File: src/sv/eat_pkg.sv
// Package for the eased animation timer table.
// Word types, action and result codes, and the controller/datapath interface.
// No dependencies.
`timescale 1ns / 1ps

package eat_pkg;

  // Action codes of the input word
  typedef enum logic [1:0] {
    ACT_ADD  = 2'd0,
    ACT_STEP = 2'd1,
    ACT_GET  = 2'd2,
    ACT_NONE = 2'd3
  } act_t;

  typedef struct packed {
    logic [1:0]  action;
    logic [15:0] entry_id;
    logic [31:0] tick_ms;
    logic [15:0] duration;
  } in_word_t;

  typedef struct packed {
    logic        ok;
    logic [3:0]  slot;
    logic [4:0]  active_count;
    logic [16:0] progress;
    logic        finished;
  } out_word_t;

  // One table entry as held in memory
  typedef struct packed {
    logic [15:0] id;
    logic [31:0] start;
    logic [15:0] dur;
    logic        flag;
  } ent_t;

  localparam logic [16:0] ONE_FX = 17'h10000;

  typedef enum logic [3:0] {
    S_IDLE, S_RD, S_CMP, S_MOVE, S_DIV, S_MUL0, S_MUL1, S_MUL2, S_RES
  } state_t;

  // Kind of result word to build
  typedef enum logic [2:0] {
    RES_NONE, RES_ADD_OK, RES_FAIL, RES_STEP, RES_GET_MISS, RES_GET_DONE, RES_GET_EASED
  } res_kind_t;

  typedef enum logic [1:0] {
    MUL_SQ, MUL_LO, MUL_HI
  } mul_phase_t;

  typedef struct packed {
    logic       load_item;
    logic       idx_inc;
    logic       rd_idx;
    logic       rd_last;
    logic       wr_cur;
    logic       wr_append;
    logic       wr_move;
    logic       div_start;
    logic       div_step;
    logic       mul_en;
    mul_phase_t mul_phase;
    logic       res_load;
    res_kind_t  res_kind;
  } cmd_t;

  typedef struct packed {
    act_t act;
    logic idx_end;
    logic full;
    logic id_match;
    logic step_done;
    logic complete;
    logic div_last;
    logic out_free;
  } sts_t;

endpackage

File: src/sv/eat_ctrl.sv
// Controller for the eased animation timer table.
// Sequences search, removal, division and cube steps; uses eat_pkg.
`timescale 1ns / 1ps

module eat_ctrl
  import eat_pkg::*;
(
  input  logic clk,
  input  logic rst,
  input  logic in_valid,
  output logic in_ready,
  input  sts_t sts,
  output cmd_t cmd
);

  state_t    state, state_next;
  res_kind_t kind, kind_next;

  // State and pending result kind
  always_ff @(posedge clk) begin
    if (rst) begin
      state <= S_IDLE;
      kind  <= RES_NONE;
    end else begin
      state <= state_next;
      kind  <= kind_next;
    end
  end

  // Next state and commands
  always_comb begin
    state_next   = state;
    kind_next    = kind;
    cmd          = '0;
    cmd.res_kind = kind;
    in_ready     = 1'b0;
    unique case (state)
      S_IDLE: begin
        in_ready = 1'b1;
        if (in_valid) begin
          cmd.load_item = 1'b1;
          state_next    = S_RD;
        end
      end
      S_RD: begin
        if (sts.act == ACT_NONE) begin
          kind_next  = RES_NONE;
          state_next = S_RES;
        end else if (sts.idx_end) begin
          state_next = S_RES;
          unique case (sts.act)
            ACT_ADD: begin
              if (!sts.full) begin
                cmd.wr_append = 1'b1;
                kind_next     = RES_ADD_OK;
              end else begin
                kind_next = RES_FAIL;
              end
            end
            ACT_STEP: kind_next = RES_STEP;
            ACT_GET:  kind_next = RES_GET_MISS;
            default:  kind_next = RES_NONE;
          endcase
        end else begin
          cmd.rd_idx = 1'b1;
          state_next = S_CMP;
        end
      end
      S_CMP: begin
        if (sts.act == ACT_STEP) begin
          if (sts.step_done) begin
            cmd.rd_last = 1'b1;
            state_next  = S_MOVE;
          end else begin
            cmd.idx_inc = 1'b1;
            state_next  = S_RD;
          end
        end else if (sts.id_match) begin
          if (sts.act == ACT_ADD) begin
            cmd.wr_cur = 1'b1;
            kind_next  = RES_ADD_OK;
            state_next = S_RES;
          end else if (sts.complete) begin
            kind_next  = RES_GET_DONE;
            state_next = S_RES;
          end else begin
            cmd.div_start = 1'b1;
            state_next    = S_DIV;
          end
        end else begin
          cmd.idx_inc = 1'b1;
          state_next  = S_RD;
        end
      end
      S_MOVE: begin
        // last entry fills the freed slot, which is checked again
        cmd.wr_move = 1'b1;
        state_next  = S_RD;
      end
      S_DIV: begin
        cmd.div_step = 1'b1;
        if (sts.div_last) state_next = S_MUL0;
      end
      S_MUL0: begin
        cmd.mul_en    = 1'b1;
        cmd.mul_phase = MUL_SQ;
        state_next    = S_MUL1;
      end
      S_MUL1: begin
        cmd.mul_en    = 1'b1;
        cmd.mul_phase = MUL_LO;
        state_next    = S_MUL2;
      end
      S_MUL2: begin
        cmd.mul_en    = 1'b1;
        cmd.mul_phase = MUL_HI;
        kind_next     = RES_GET_EASED;
        state_next    = S_RES;
      end
      S_RES: begin
        if (sts.out_free) begin
          cmd.res_load = 1'b1;
          state_next   = S_IDLE;
        end
      end
      default: state_next = S_IDLE;
    endcase
  end

endmodule

File: src/sv/eat_dp.sv
// Datapath for the eased animation timer table.
// Entry memory, count, divider, cube multiplier and output register; uses eat_pkg.
`timescale 1ns / 1ps

module eat_dp
  import eat_pkg::*;
#(
  parameter int MAX_ENTRIES = 16
)(
  input  logic      clk,
  input  logic      rst,
  input  in_word_t  in_data,
  input  logic      cfg_valid,
  input  logic      cfg_data,
  output logic      out_valid,
  input  logic      out_ready,
  output out_word_t out_data,
  input  cmd_t      cmd,
  output sts_t      sts
);

  localparam int IW = (MAX_ENTRIES > 1) ? $clog2(MAX_ENTRIES) : 1;
  localparam int CW = $clog2(MAX_ENTRIES + 1);

  in_word_t        item;
  logic            reduced;
  logic [CW-1:0]   count;
  logic [CW-1:0]   idx;
  ent_t            mem [MAX_ENTRIES];
  ent_t            rd_q;
  logic            wr_en;
  logic [IW-1:0]   wr_addr;
  ent_t            wr_data;
  logic [IW-1:0]   rd_addr;
  logic [CW-1:0]   last;
  logic [31:0]     elapsed;
  logic            complete;
  logic [15:0]     rem;
  logic [16:0]     rem2;
  logic [15:0]     quo;
  logic [3:0]      div_cnt;
  logic [16:0]     inv;
  logic [16:0]     mul_a;
  logic [33:0]     prod;
  logic [33:0]     sq, plo, phi;
  logic [50:0]     cube;
  logic [16:0]     eased;
  logic [CW+3:0]   slot_ext;
  logic [CW+4:0]   cnt_ext;
  out_word_t       res;

  // Input word and configuration
  always_ff @(posedge clk) begin
    if (cmd.load_item) item <= in_data;
  end

  always_ff @(posedge clk) begin
    if (rst) reduced <= 1'b0;
    else if (cfg_valid) reduced <= cfg_data;
  end

  // Scan index and live count
  always_ff @(posedge clk) begin
    if (cmd.load_item) idx <= '0;
    else if (cmd.idx_inc) idx <= idx + 1'b1;
  end

  always_ff @(posedge clk) begin
    if (rst) count <= '0;
    else if (cmd.wr_append) count <= count + 1'b1;
    else if (cmd.wr_move) count <= count - 1'b1;
  end

  assign last = count - 1'b1;

  // Memory write port selection
  always_comb begin
    wr_en   = cmd.wr_append | cmd.wr_cur | cmd.wr_move;
    wr_addr = cmd.wr_append ? count[IW-1:0] : idx[IW-1:0];
    if (cmd.wr_move) begin
      wr_data = rd_q;
    end else begin
      wr_data.id    = item.entry_id;
      wr_data.start = item.tick_ms;
      wr_data.dur   = item.duration;
      wr_data.flag  = 1'b0;
    end
    rd_addr = cmd.rd_last ? last[IW-1:0] : idx[IW-1:0];
  end

  // Entry memory, registered read
  always_ff @(posedge clk) begin
    if (wr_en) mem[wr_addr] <= wr_data;
    if (cmd.rd_idx || cmd.rd_last) rd_q <= mem[rd_addr];
  end

  // Completion test on the entry just read
  assign elapsed  = item.tick_ms - rd_q.start;
  assign complete = reduced || (rd_q.dur == 16'd0) || (elapsed >= {16'd0, rd_q.dur});

  // Restoring divider: (elapsed << 16) / dur, elapsed below dur
  assign rem2 = {rem, 1'b0};
  always_ff @(posedge clk) begin
    if (cmd.div_start) begin
      rem     <= elapsed[15:0];
      quo     <= '0;
      div_cnt <= '0;
    end else if (cmd.div_step) begin
      if (rem2 >= {1'b0, rd_q.dur}) begin
        rem <= 16'(rem2 - {1'b0, rd_q.dur});
        quo <= {quo[14:0], 1'b1};
      end else begin
        rem <= rem2[15:0];
        quo <= {quo[14:0], 1'b0};
      end
      div_cnt <= div_cnt + 1'b1;
    end
  end

  // Cube of (1.0 - raw) on one 17x17 multiplier, square then low and high halves
  assign inv = ONE_FX - {1'b0, quo};
  always_comb begin
    case (cmd.mul_phase)
      MUL_SQ:  mul_a = inv;
      MUL_LO:  mul_a = sq[16:0];
      default: mul_a = sq[33:17];
    endcase
  end
  assign prod = mul_a * inv;

  always_ff @(posedge clk) begin
    if (cmd.mul_en) begin
      case (cmd.mul_phase)
        MUL_SQ:  sq  <= prod;
        MUL_LO:  plo <= prod;
        default: phi <= prod;
      endcase
    end
  end

  assign cube  = {phi, 17'd0} + {17'd0, plo};
  assign eased = ONE_FX - cube[48:32];

  // Result word build
  assign slot_ext = {4'd0, idx};
  assign cnt_ext  = {5'd0, count};
  always_comb begin
    res              = '0;
    res.active_count = cnt_ext[4:0];
    unique case (cmd.res_kind)
      RES_ADD_OK: begin
        res.ok   = 1'b1;
        res.slot = slot_ext[3:0];
      end
      RES_STEP:     res.ok = 1'b1;
      RES_GET_MISS: res.progress = ONE_FX;
      RES_GET_DONE: begin
        res.ok       = 1'b1;
        res.slot     = slot_ext[3:0];
        res.progress = ONE_FX;
        res.finished = ~rd_q.flag;
      end
      RES_GET_EASED: begin
        res.ok       = 1'b1;
        res.slot     = slot_ext[3:0];
        res.progress = eased;
      end
      default: res.ok = 1'b0;
    endcase
  end

  // Output register
  always_ff @(posedge clk) begin
    if (rst) out_valid <= 1'b0;
    else if (cmd.res_load) out_valid <= 1'b1;
    else if (out_ready) out_valid <= 1'b0;
  end

  always_ff @(posedge clk) begin
    if (cmd.res_load) out_data <= res;
  end

  // Status to controller
  always_comb begin
    sts.act       = act_t'(item.action);
    sts.idx_end   = idx >= count;
    sts.full      = count == CW'(MAX_ENTRIES);
    sts.id_match  = rd_q.id == item.entry_id;
    sts.step_done = complete && !rd_q.flag;
    sts.complete  = complete;
    sts.div_last  = div_cnt == 4'd15;
    sts.out_free  = !out_valid || out_ready;
  end

endmodule

File: src/sv/eased_animation_timer_table.sv
// Top level of the eased animation timer table.
// Joins eat_ctrl and eat_dp; uses eat_pkg.
//
// Usage:
//   in_valid/in_ready/in_data carry one action word (add, step or get).
//   out_valid/out_ready/out_data return exactly one result word per action.
//   cfg_valid/cfg_ready/cfg_data write the reduced motion bit; write it only
//   while the block is idle. cfg_ready is always high.
// Flow, with N live entries scanned one at a time from one memory port:
//   add: a scan of the N entries; get: the same up to the match, plus the
//   divider steps and the multiplier steps when progress is partial;
//   step: the scan plus a move for each removed entry. One action is worked
//   at a time; the next is taken once the result is in the output register.
// Reset: the table is empty and reduced motion is off. No clearing pass.
// Stall: a result waits in the output register while out_ready is low; the
//   next action may be accepted, and its result waits until the register
//   frees up.
`timescale 1ns / 1ps

module eased_animation_timer_table
  import eat_pkg::*;
#(
  parameter int MAX_ENTRIES = 16
)(
  input  logic      clk,
  input  logic      rst,
  input  logic      in_valid,
  output logic      in_ready,
  input  in_word_t  in_data,
  output logic      out_valid,
  input  logic      out_ready,
  output out_word_t out_data,
  input  logic      cfg_valid,
  output logic      cfg_ready,
  input  logic      cfg_data
);

  cmd_t cmd;
  sts_t sts;

  assign cfg_ready = 1'b1;

  eat_ctrl u_ctrl (
    .clk      (clk),
    .rst      (rst),
    .in_valid (in_valid),
    .in_ready (in_ready),
    .sts      (sts),
    .cmd      (cmd)
  );

  eat_dp #(
    .MAX_ENTRIES (MAX_ENTRIES)
  ) u_dp (
    .clk       (clk),
    .rst       (rst),
    .in_data   (in_data),
    .cfg_valid (cfg_valid),
    .cfg_data  (cfg_data),
    .out_valid (out_valid),
    .out_ready (out_ready),
    .out_data  (out_data),
    .cmd       (cmd),
    .sts       (sts)
  );

endmodule
File: config.mk
export PLATFORM = sky130hd
export DESIGN_NAME = eased_animation_timer_table
export DESIGN_NICKNAME = d
export VERILOG_FILES = /design/src/sv/eat_pkg.sv /design/src/sv/eat_ctrl.sv /design/src/sv/eat_dp.sv /design/src/sv/eased_animation_timer_table.sv
export SDC_FILE = /design/constraint.sdc
export NUM_CORES = 2
export LEC_CHECK = 0
export BUFFER_PORTS_ARGS = -buffer_cell sky130_fd_sc_hd__buf_2
export CORE_MARGIN = 2
export CORE_UTILIZATION = 45
export CTS_CLUSTER_SIZE = 30
export DETAILED_ROUTE_END_ITERATION = 6
export GPL_ROUTABILITY_DRIVEN = 0
export GPL_TIMING_DRIVEN = 0
export SLEW_MARGIN = 10
export SYNTH_ARGS = -nofsm -noshare
export SYNTH_HDL_FRONTEND = slang
export SYNTH_HIERARCHICAL = 1
export SYNTH_SLANG_ARGS = --single-unit
File: constraint.sdc
create_clock -name clk -period 12.2 [get_ports clk]
set_input_delay 1.22 -clock clk [delete_from_list [all_inputs] [get_ports clk]]
set_output_delay 1.22 -clock clk [all_outputs]
set_load 0.02 [all_outputs]
# Yosys cells after proc, flatten, opt, wreduce, memory -nomap -nowiden
# Memory sizes are Yosys's and may differ from the RTL's. A register that Yosys moved wholly into a read port is not among the register bits.
# Index checks and enable logic that the tools add are counted.
# op_classes
magnitude_cmp	3
multipliers	1
n_addsub	9
bitwise	4
n_eq_ne	27
n_mux	67
n_reduce_logical	24
# ops
op	count
17-bit case mux with 2 select lines	2
65-bit two-way mux	1
49-bit by 34-bit adder with 49-bit output	1
16-bit two-way mux	3
4-bit two-way mux	11
4-bit case mux with 9 select lines	1
1-bit two-way mux	35
17-bit by 17-bit multiplier with 34-bit output	1
32-bit by 16-bit >= comparator with 1-bit output	1
32-bit subtractor	1
3-bit case mux with 3 select lines	3
3-bit two-way mux	6
17-bit by 16-bit >= comparator with 1-bit output	1
17-bit by 16-bit subtractor with 17-bit output (first input constant)	1
17-bit subtractor (first input constant)	1
16-bit equality test	1
4-bit by 3-bit equality test with 1-bit output (second input constant)	4
16-bit logical NOT	1
16-bit subtractor	1
5-bit by 1-bit adder with 5-bit output (second input constant)	2
5-bit two-way mux	2
2-bit != test (second input constant)	5
3-bit equality test (second input constant)	3
4-bit by 2-bit equality test with 1-bit output (second input constant)	2
other kinds (28)	45
# totals
elab_cells	157
reg_bits	249
out_inout_bits	31
memories	1
mem_bits_rw	1040
in_bits	72
# mem_list
memory	words	width	rd	rd_clocked_by_memory_dff	wr	line	rtl
u_dp.mem	16	65	1	1	1	eat_dp.sv:29	ent_t mem [MAX_ENTRIES];

# Logic depth before layout (Yosys ltp)
# depth
ltp_word	11
ltp_mapped	32
mapped_depth_nobuf	30

# Cells and area by module
# Netlist, hierarchy kept.
# modules_own_cells
module	area_per_inst_um2	n_inst	cells_per_inst	seq_area_each_um2
eat_dp	65718.0	1	5538	39618.0
eat_ctrl	579.3	1	69	140.1
eased_animation_timer_table	11.3	1	2	0.0

# Worst setup path before layout
# No wires, ideal clock.
# synth_path
path_type	flip-flop to flip-flop
start	reg u_dp.quo[2]
end	reg u_dp.phi[31], data pin
slack_ns	4.453
n_path_buf	1
stages_incl_launch_ff	31
required_time_ns	11.927
arrival_ns	7.475
period_less_slack_ns	7.747
setup_time_ns	0.273
path_cell_list	dfxtp_1 > buf_4 > nor4_4 > nand2_1 > or3_1 > nor2_2 > xor2_1 > nor2_1 > a21oi_1 > o21a_1 > nor2_1 > fa_1 > inv_1 > fa_1 > fa_1 > inv_1 > fa_1 > fa_1 > inv_1 > fa_1 > inv_1 > ha_1 > a211o_1 > a21oi_1 > and2_1 > a221oi_2 > o41ai_1 > o211a_1 > o21a_1 > o21ai_0 > xor2_1
# synth_via
elab_chain_len	3
# synth_rtl
item	line	rtl
start: declaration	eat_dp.sv:40	logic [15:0] quo;
start signal: assignment	eat_dp.sv:111	quo <= {quo[14:0], 1'b1};
start signal: assignment	eat_dp.sv:114	quo <= {quo[14:0], 1'b0};
17-bit by 16-bit subtractor with 17-bit output (*)	eat_dp.sv:121	assign inv = ONE_FX - {1'b0, quo};
17-bit case mux with 2 select lines	eat_dp.sv:123	case (cmd.mul_phase)
17-bit by 17-bit multiplier with 34-bit output (*)	eat_dp.sv:129	assign prod = mul_a * inv;
named net u_dp.prod[31]	eat_dp.sv:44	logic [33:0] prod;
end signal: assignment	eat_dp.sv:136	default: phi <= prod;
end: declaration	eat_dp.sv:45	logic [33:0] sq, plo, phi;
# Mark *: on every way through the listed nets, which the timed path passes. The rest lies on a longest branch.
# A chain may end at the register's enable or synchronous reset.

# Worst setup path in the final report
# layout_path
start	reg u_dp.quo[0]
end	reg u_dp.sq[31], data pin
# layout_via
elab_chain_len	3
# layout_rtl
item	line	rtl
17-bit by 16-bit subtractor with 17-bit output (*)	eat_dp.sv:121	
17-bit case mux with 2 select lines	eat_dp.sv:123	
17-bit by 17-bit multiplier with 34-bit output (*)	eat_dp.sv:129	
named net u_dp.prod[31]	eat_dp.sv:44	
end signal: assignment	eat_dp.sv:134	MUL_SQ: sq <= prod;
end: declaration	eat_dp.sv:45	
# Marks and branches as above.

==> results.cfg <==
[yosys]
netlist_instances = 5609
ys_types = 100
avgSynthCellArea_sq_um = 11.8
async_flop_share_pct = 0
syn_nets = 6106
synthFlopType = edfxtp_1
ys_ff_latch = 1337
yosys_warnings = 6
synthesis.area_sq_mm = 0.0663
yosysSeqAreaShare_pct = 60.0
synth-edff-count = 1298

[sta]
rsz0062_at_grt = no
skew_ns = 0.0721
setup_violations = 0
slew_viol_final = 0
finalCriticalPeriod_ns = 10.44
timing.fmax_mhz = 95.8
worstMarginPinSlew_ns = 1.35
fin_tns_setup_ns = 0
fin_ws_ns = 1.76
hold_viol_final = 0
maxSlewHeadroom_pct = 9.12
finalCritPeriodShare_pct = 85.6

[cts]
cts_root_buf = clkbuf_16
cts_buffers = 146
cts-htree-levels = 4
hold_buffers = 0
cts.sinks = 1337
cts_tree = yes
clkLatencyLatePin_ns = 0.79
clk_path_buf_depth = 3
clk_pin_slew_ns = 0.06
post_cts_buffers = 0
cts_resized = 0

[cells_and_area]
drive_gt1_share_pct = 8.79
area_growth_pct = 13.4
finalNetCount = 6410
post-route-util_pct = 51.5

[place]
dp_hpwl_microns = 137000
io_buffers = 101
place_ws_ns = 1.87

[global_route]
grt_max_degree = 40
overflow = 0
grt_usage_pct = 25.3
grt_pass1_vias = 44300
grt_pass1_wl_microns = 283000
antenna_found_initial = 12

[route]
first_pass_iters = 5
routedWlPerCell_microns = 24.2
drc = 0
viasPerCell = 5.71
highest_layer = met5
drtIter0Drc = 4353
dr_total_vias = 45400
wl_met3_microns = 13300
postRouteAntennaNets = 0
met1_length_microns = 77200
routed_wl_microns = 192000
wl_met2_microns = 92900

[floorplan]
io_pins = 103
die_h_microns = 388
dieWidth_microns = 388
initial_core_util_pct = 45.4
core_area_sq_mm = 0.146
row_count = 140
die_area_sq_mm = 0.150

[min_path]
whs_endpoint = u_dp/out_data[20]
min_path_cells = 0
worstHoldStart = u_dp/count[2]
hold_class = register to register

[critical_path]
slowest_delay_ns = 0.96
worstPathMaxFanout = 10
r2r_cells = 28
critPathArrivalTime_ns = 10.99
path_class = register to register
crit_path_start_kind = register
cp_slowest_cell = o21ai_1
cp_common_cell = fa_1
r2r-start = u_dp/quo[0]
crit_path_end_kind = register
rr_endpoint = u_dp/sq[31]
worst_ep_required_time_ns = 12.75
rrSetupSlack_ns = 1.76

[power]
total_power_w = 0.00968
ir_worst_vdd_mv = 0.116
power.density_mw_per_mm2 = 129
p_leak_nw = 27.6

[flow_run]
maxCapViolCount = 0

[outcome]
status = complete, no violations
## power by group
group / internal (W) / switching [W] / total [W]
Combinational: 0.0000849 / 0.000200 / 0.000285
Clock: 0.00242 / 0.00186 / 0.00428
Sequential: 0.00508 / 0.0000265 / 0.00511
## worst max path at each step
stage | from | to | slack, ns | depth (start not counted)
global placement | u_dp/item[17] | u_dp/rd_q[31] | 1.19 | 26
floorplan | u_dp/quo[2] | u_dp/phi[31] | 4.45 | 30
finish | u_dp/quo[0] | u_dp/sq[31] | 1.76 | 28
detailed placement | u_dp/quo[0] | u_dp/phi[28] | 1.87 | 27
global route | u_dp/quo[0] | u_dp/sq[31] | 1.37 | 28
CTS | u_dp/quo[0] | u_dp/sq[28] | 1.87 | 26
## sequential cells by signal, indices dropped and copies added (netlist names), 5 cells and up
name and count:
u_dp/plo 17, u_dp/mem 1040, u_dp/sq 34, u_dp/out_data 28, u_dp/phi 32, u_dp/rem 16
u_dp/item 64, u_dp/rd_q 65, u_dp/count 5, u_dp/idx 5, u_dp/quo 16
## layer usage
layer	global-route usage, %	vias up
met2	42.0	1852
met1	33.1	22600
li1	-	20500
met3	3.38	372
met5	0	-
met4	11.2	4
## area by class of cell
class	count	area, sq um
Multi-Input combinational cell	3579	24100
Sequential cell	1337	39800
Timing Repair Buffer	156	1640
Clock inverter	79	774
Tap cell	1917	2400
Buffer	302	1220
Inverter	391	1470
Clock buffer	186	3880
Antenna cell	3	7.51
Fill cell	12600	70700
## layout by cell type (no fill, tap or decap), types with 13 or more instances in the layout
cell	count
nor4_1	13
ha_1	199
mux2i_1	29
o21ai_0	72
buf_1	31
clkbuf_2	13
nand3_1	300
nor2_4	17
edfxtp_1	1298
and2_1	13
nand2b_1	38
mux2_2	67
dfxtp_1	39
a311oi_1	197
buf_12	35
buf_16	13
o21ai_1	18
nor2_1	274
o21a_1	27
inv_1	389
clkbuf_1	269
clkbuf_16	149
buf_2	117
and3_1	137
nand4_1	24
a21o_1	19
fa_1	226
xor2_1	42
a31oi_1	89
nor3_1	39
clkinv_1	34
nand2_1	1294
o211ai_1	16
a21oi_1	162
a211oi_1	14
xnor2_1	88
clkinv_2	20
## per-stage QoR
stage	std cells	hold WS (ns)	area (sq um)
final	7950	0.428	75200
after global routing	7947	0.465	75200
after CTS	7947	0.429	75200
after detailed placement	7682	0.414	70500
after global placement	7627	0.421	69200
after floorplan	5609	0.406	66300
## worst max-delay path, delay by kind of cell, from the launching register on
| family | cells | cell delay (ns) |
|---|---|---|
| AO/OA/AOI/OAI | 9 | 3.37 |
| XOR/XNOR | 2 | 1.22 |
| adder cells (fa/ha/maj) | 8 | 3.67 |
| buffers and inverters | 6 | 1.14 |
| flip-flops | 1 | 0.30 |
| AND/OR/NAND/NOR | 3 | 0.54 |
## cell usage after synthesis, types with 7 or more instances
master    count  area share [%]
nor3_1       40            0.30
mux2i_1      31            0.47
or3_1        12            0.11
a211oi_1     14            0.16
o211ai_1     16            0.18
xnor2_1      88             1.2
a21o_1       19            0.22
nand2_1    1294             7.3
and3_1      138             1.3
nor2_1      291             1.6
o21bai_1      7           0.079
buf_2        15            0.11
o21ai_0      73            0.55
a21oi_1     163             1.2
nor2b_1       9           0.085
o21a_1       27            0.31
mux2_2       67             1.1
ha_1        199             3.8
o21ai_1      17            0.13
nor3b_1       9            0.10
nand2b_1     38            0.36
buf_1        31            0.18
fa_1        226             6.8
nor4_1       15            0.14
dfxtp_1      39             1.2
nand4_1      24            0.23
o31ai_1       9            0.10
a311oi_1    197             2.6
and2_1       15            0.14
clkbuf_1    245             1.4
xor2_1       42            0.55
nand3_1     300             2.3
a31oi_1      89            0.84
inv_1       389             2.2
edfxtp_1   1298              59
## kinds of logic after synthesis
| family | share of synthesized area, % |
|---|---|
| compound gates | 7.44 |
| xor+xnor | 1.72 |
| buf+inv | 4.03 |
| other cells | 0.00566 |
| flops | 60.0 |
| fa+ha+maj | 10.6 |
| mux | 1.61 |
| simple gates | 14.7 |
Power figures use the tool's default switching activity.
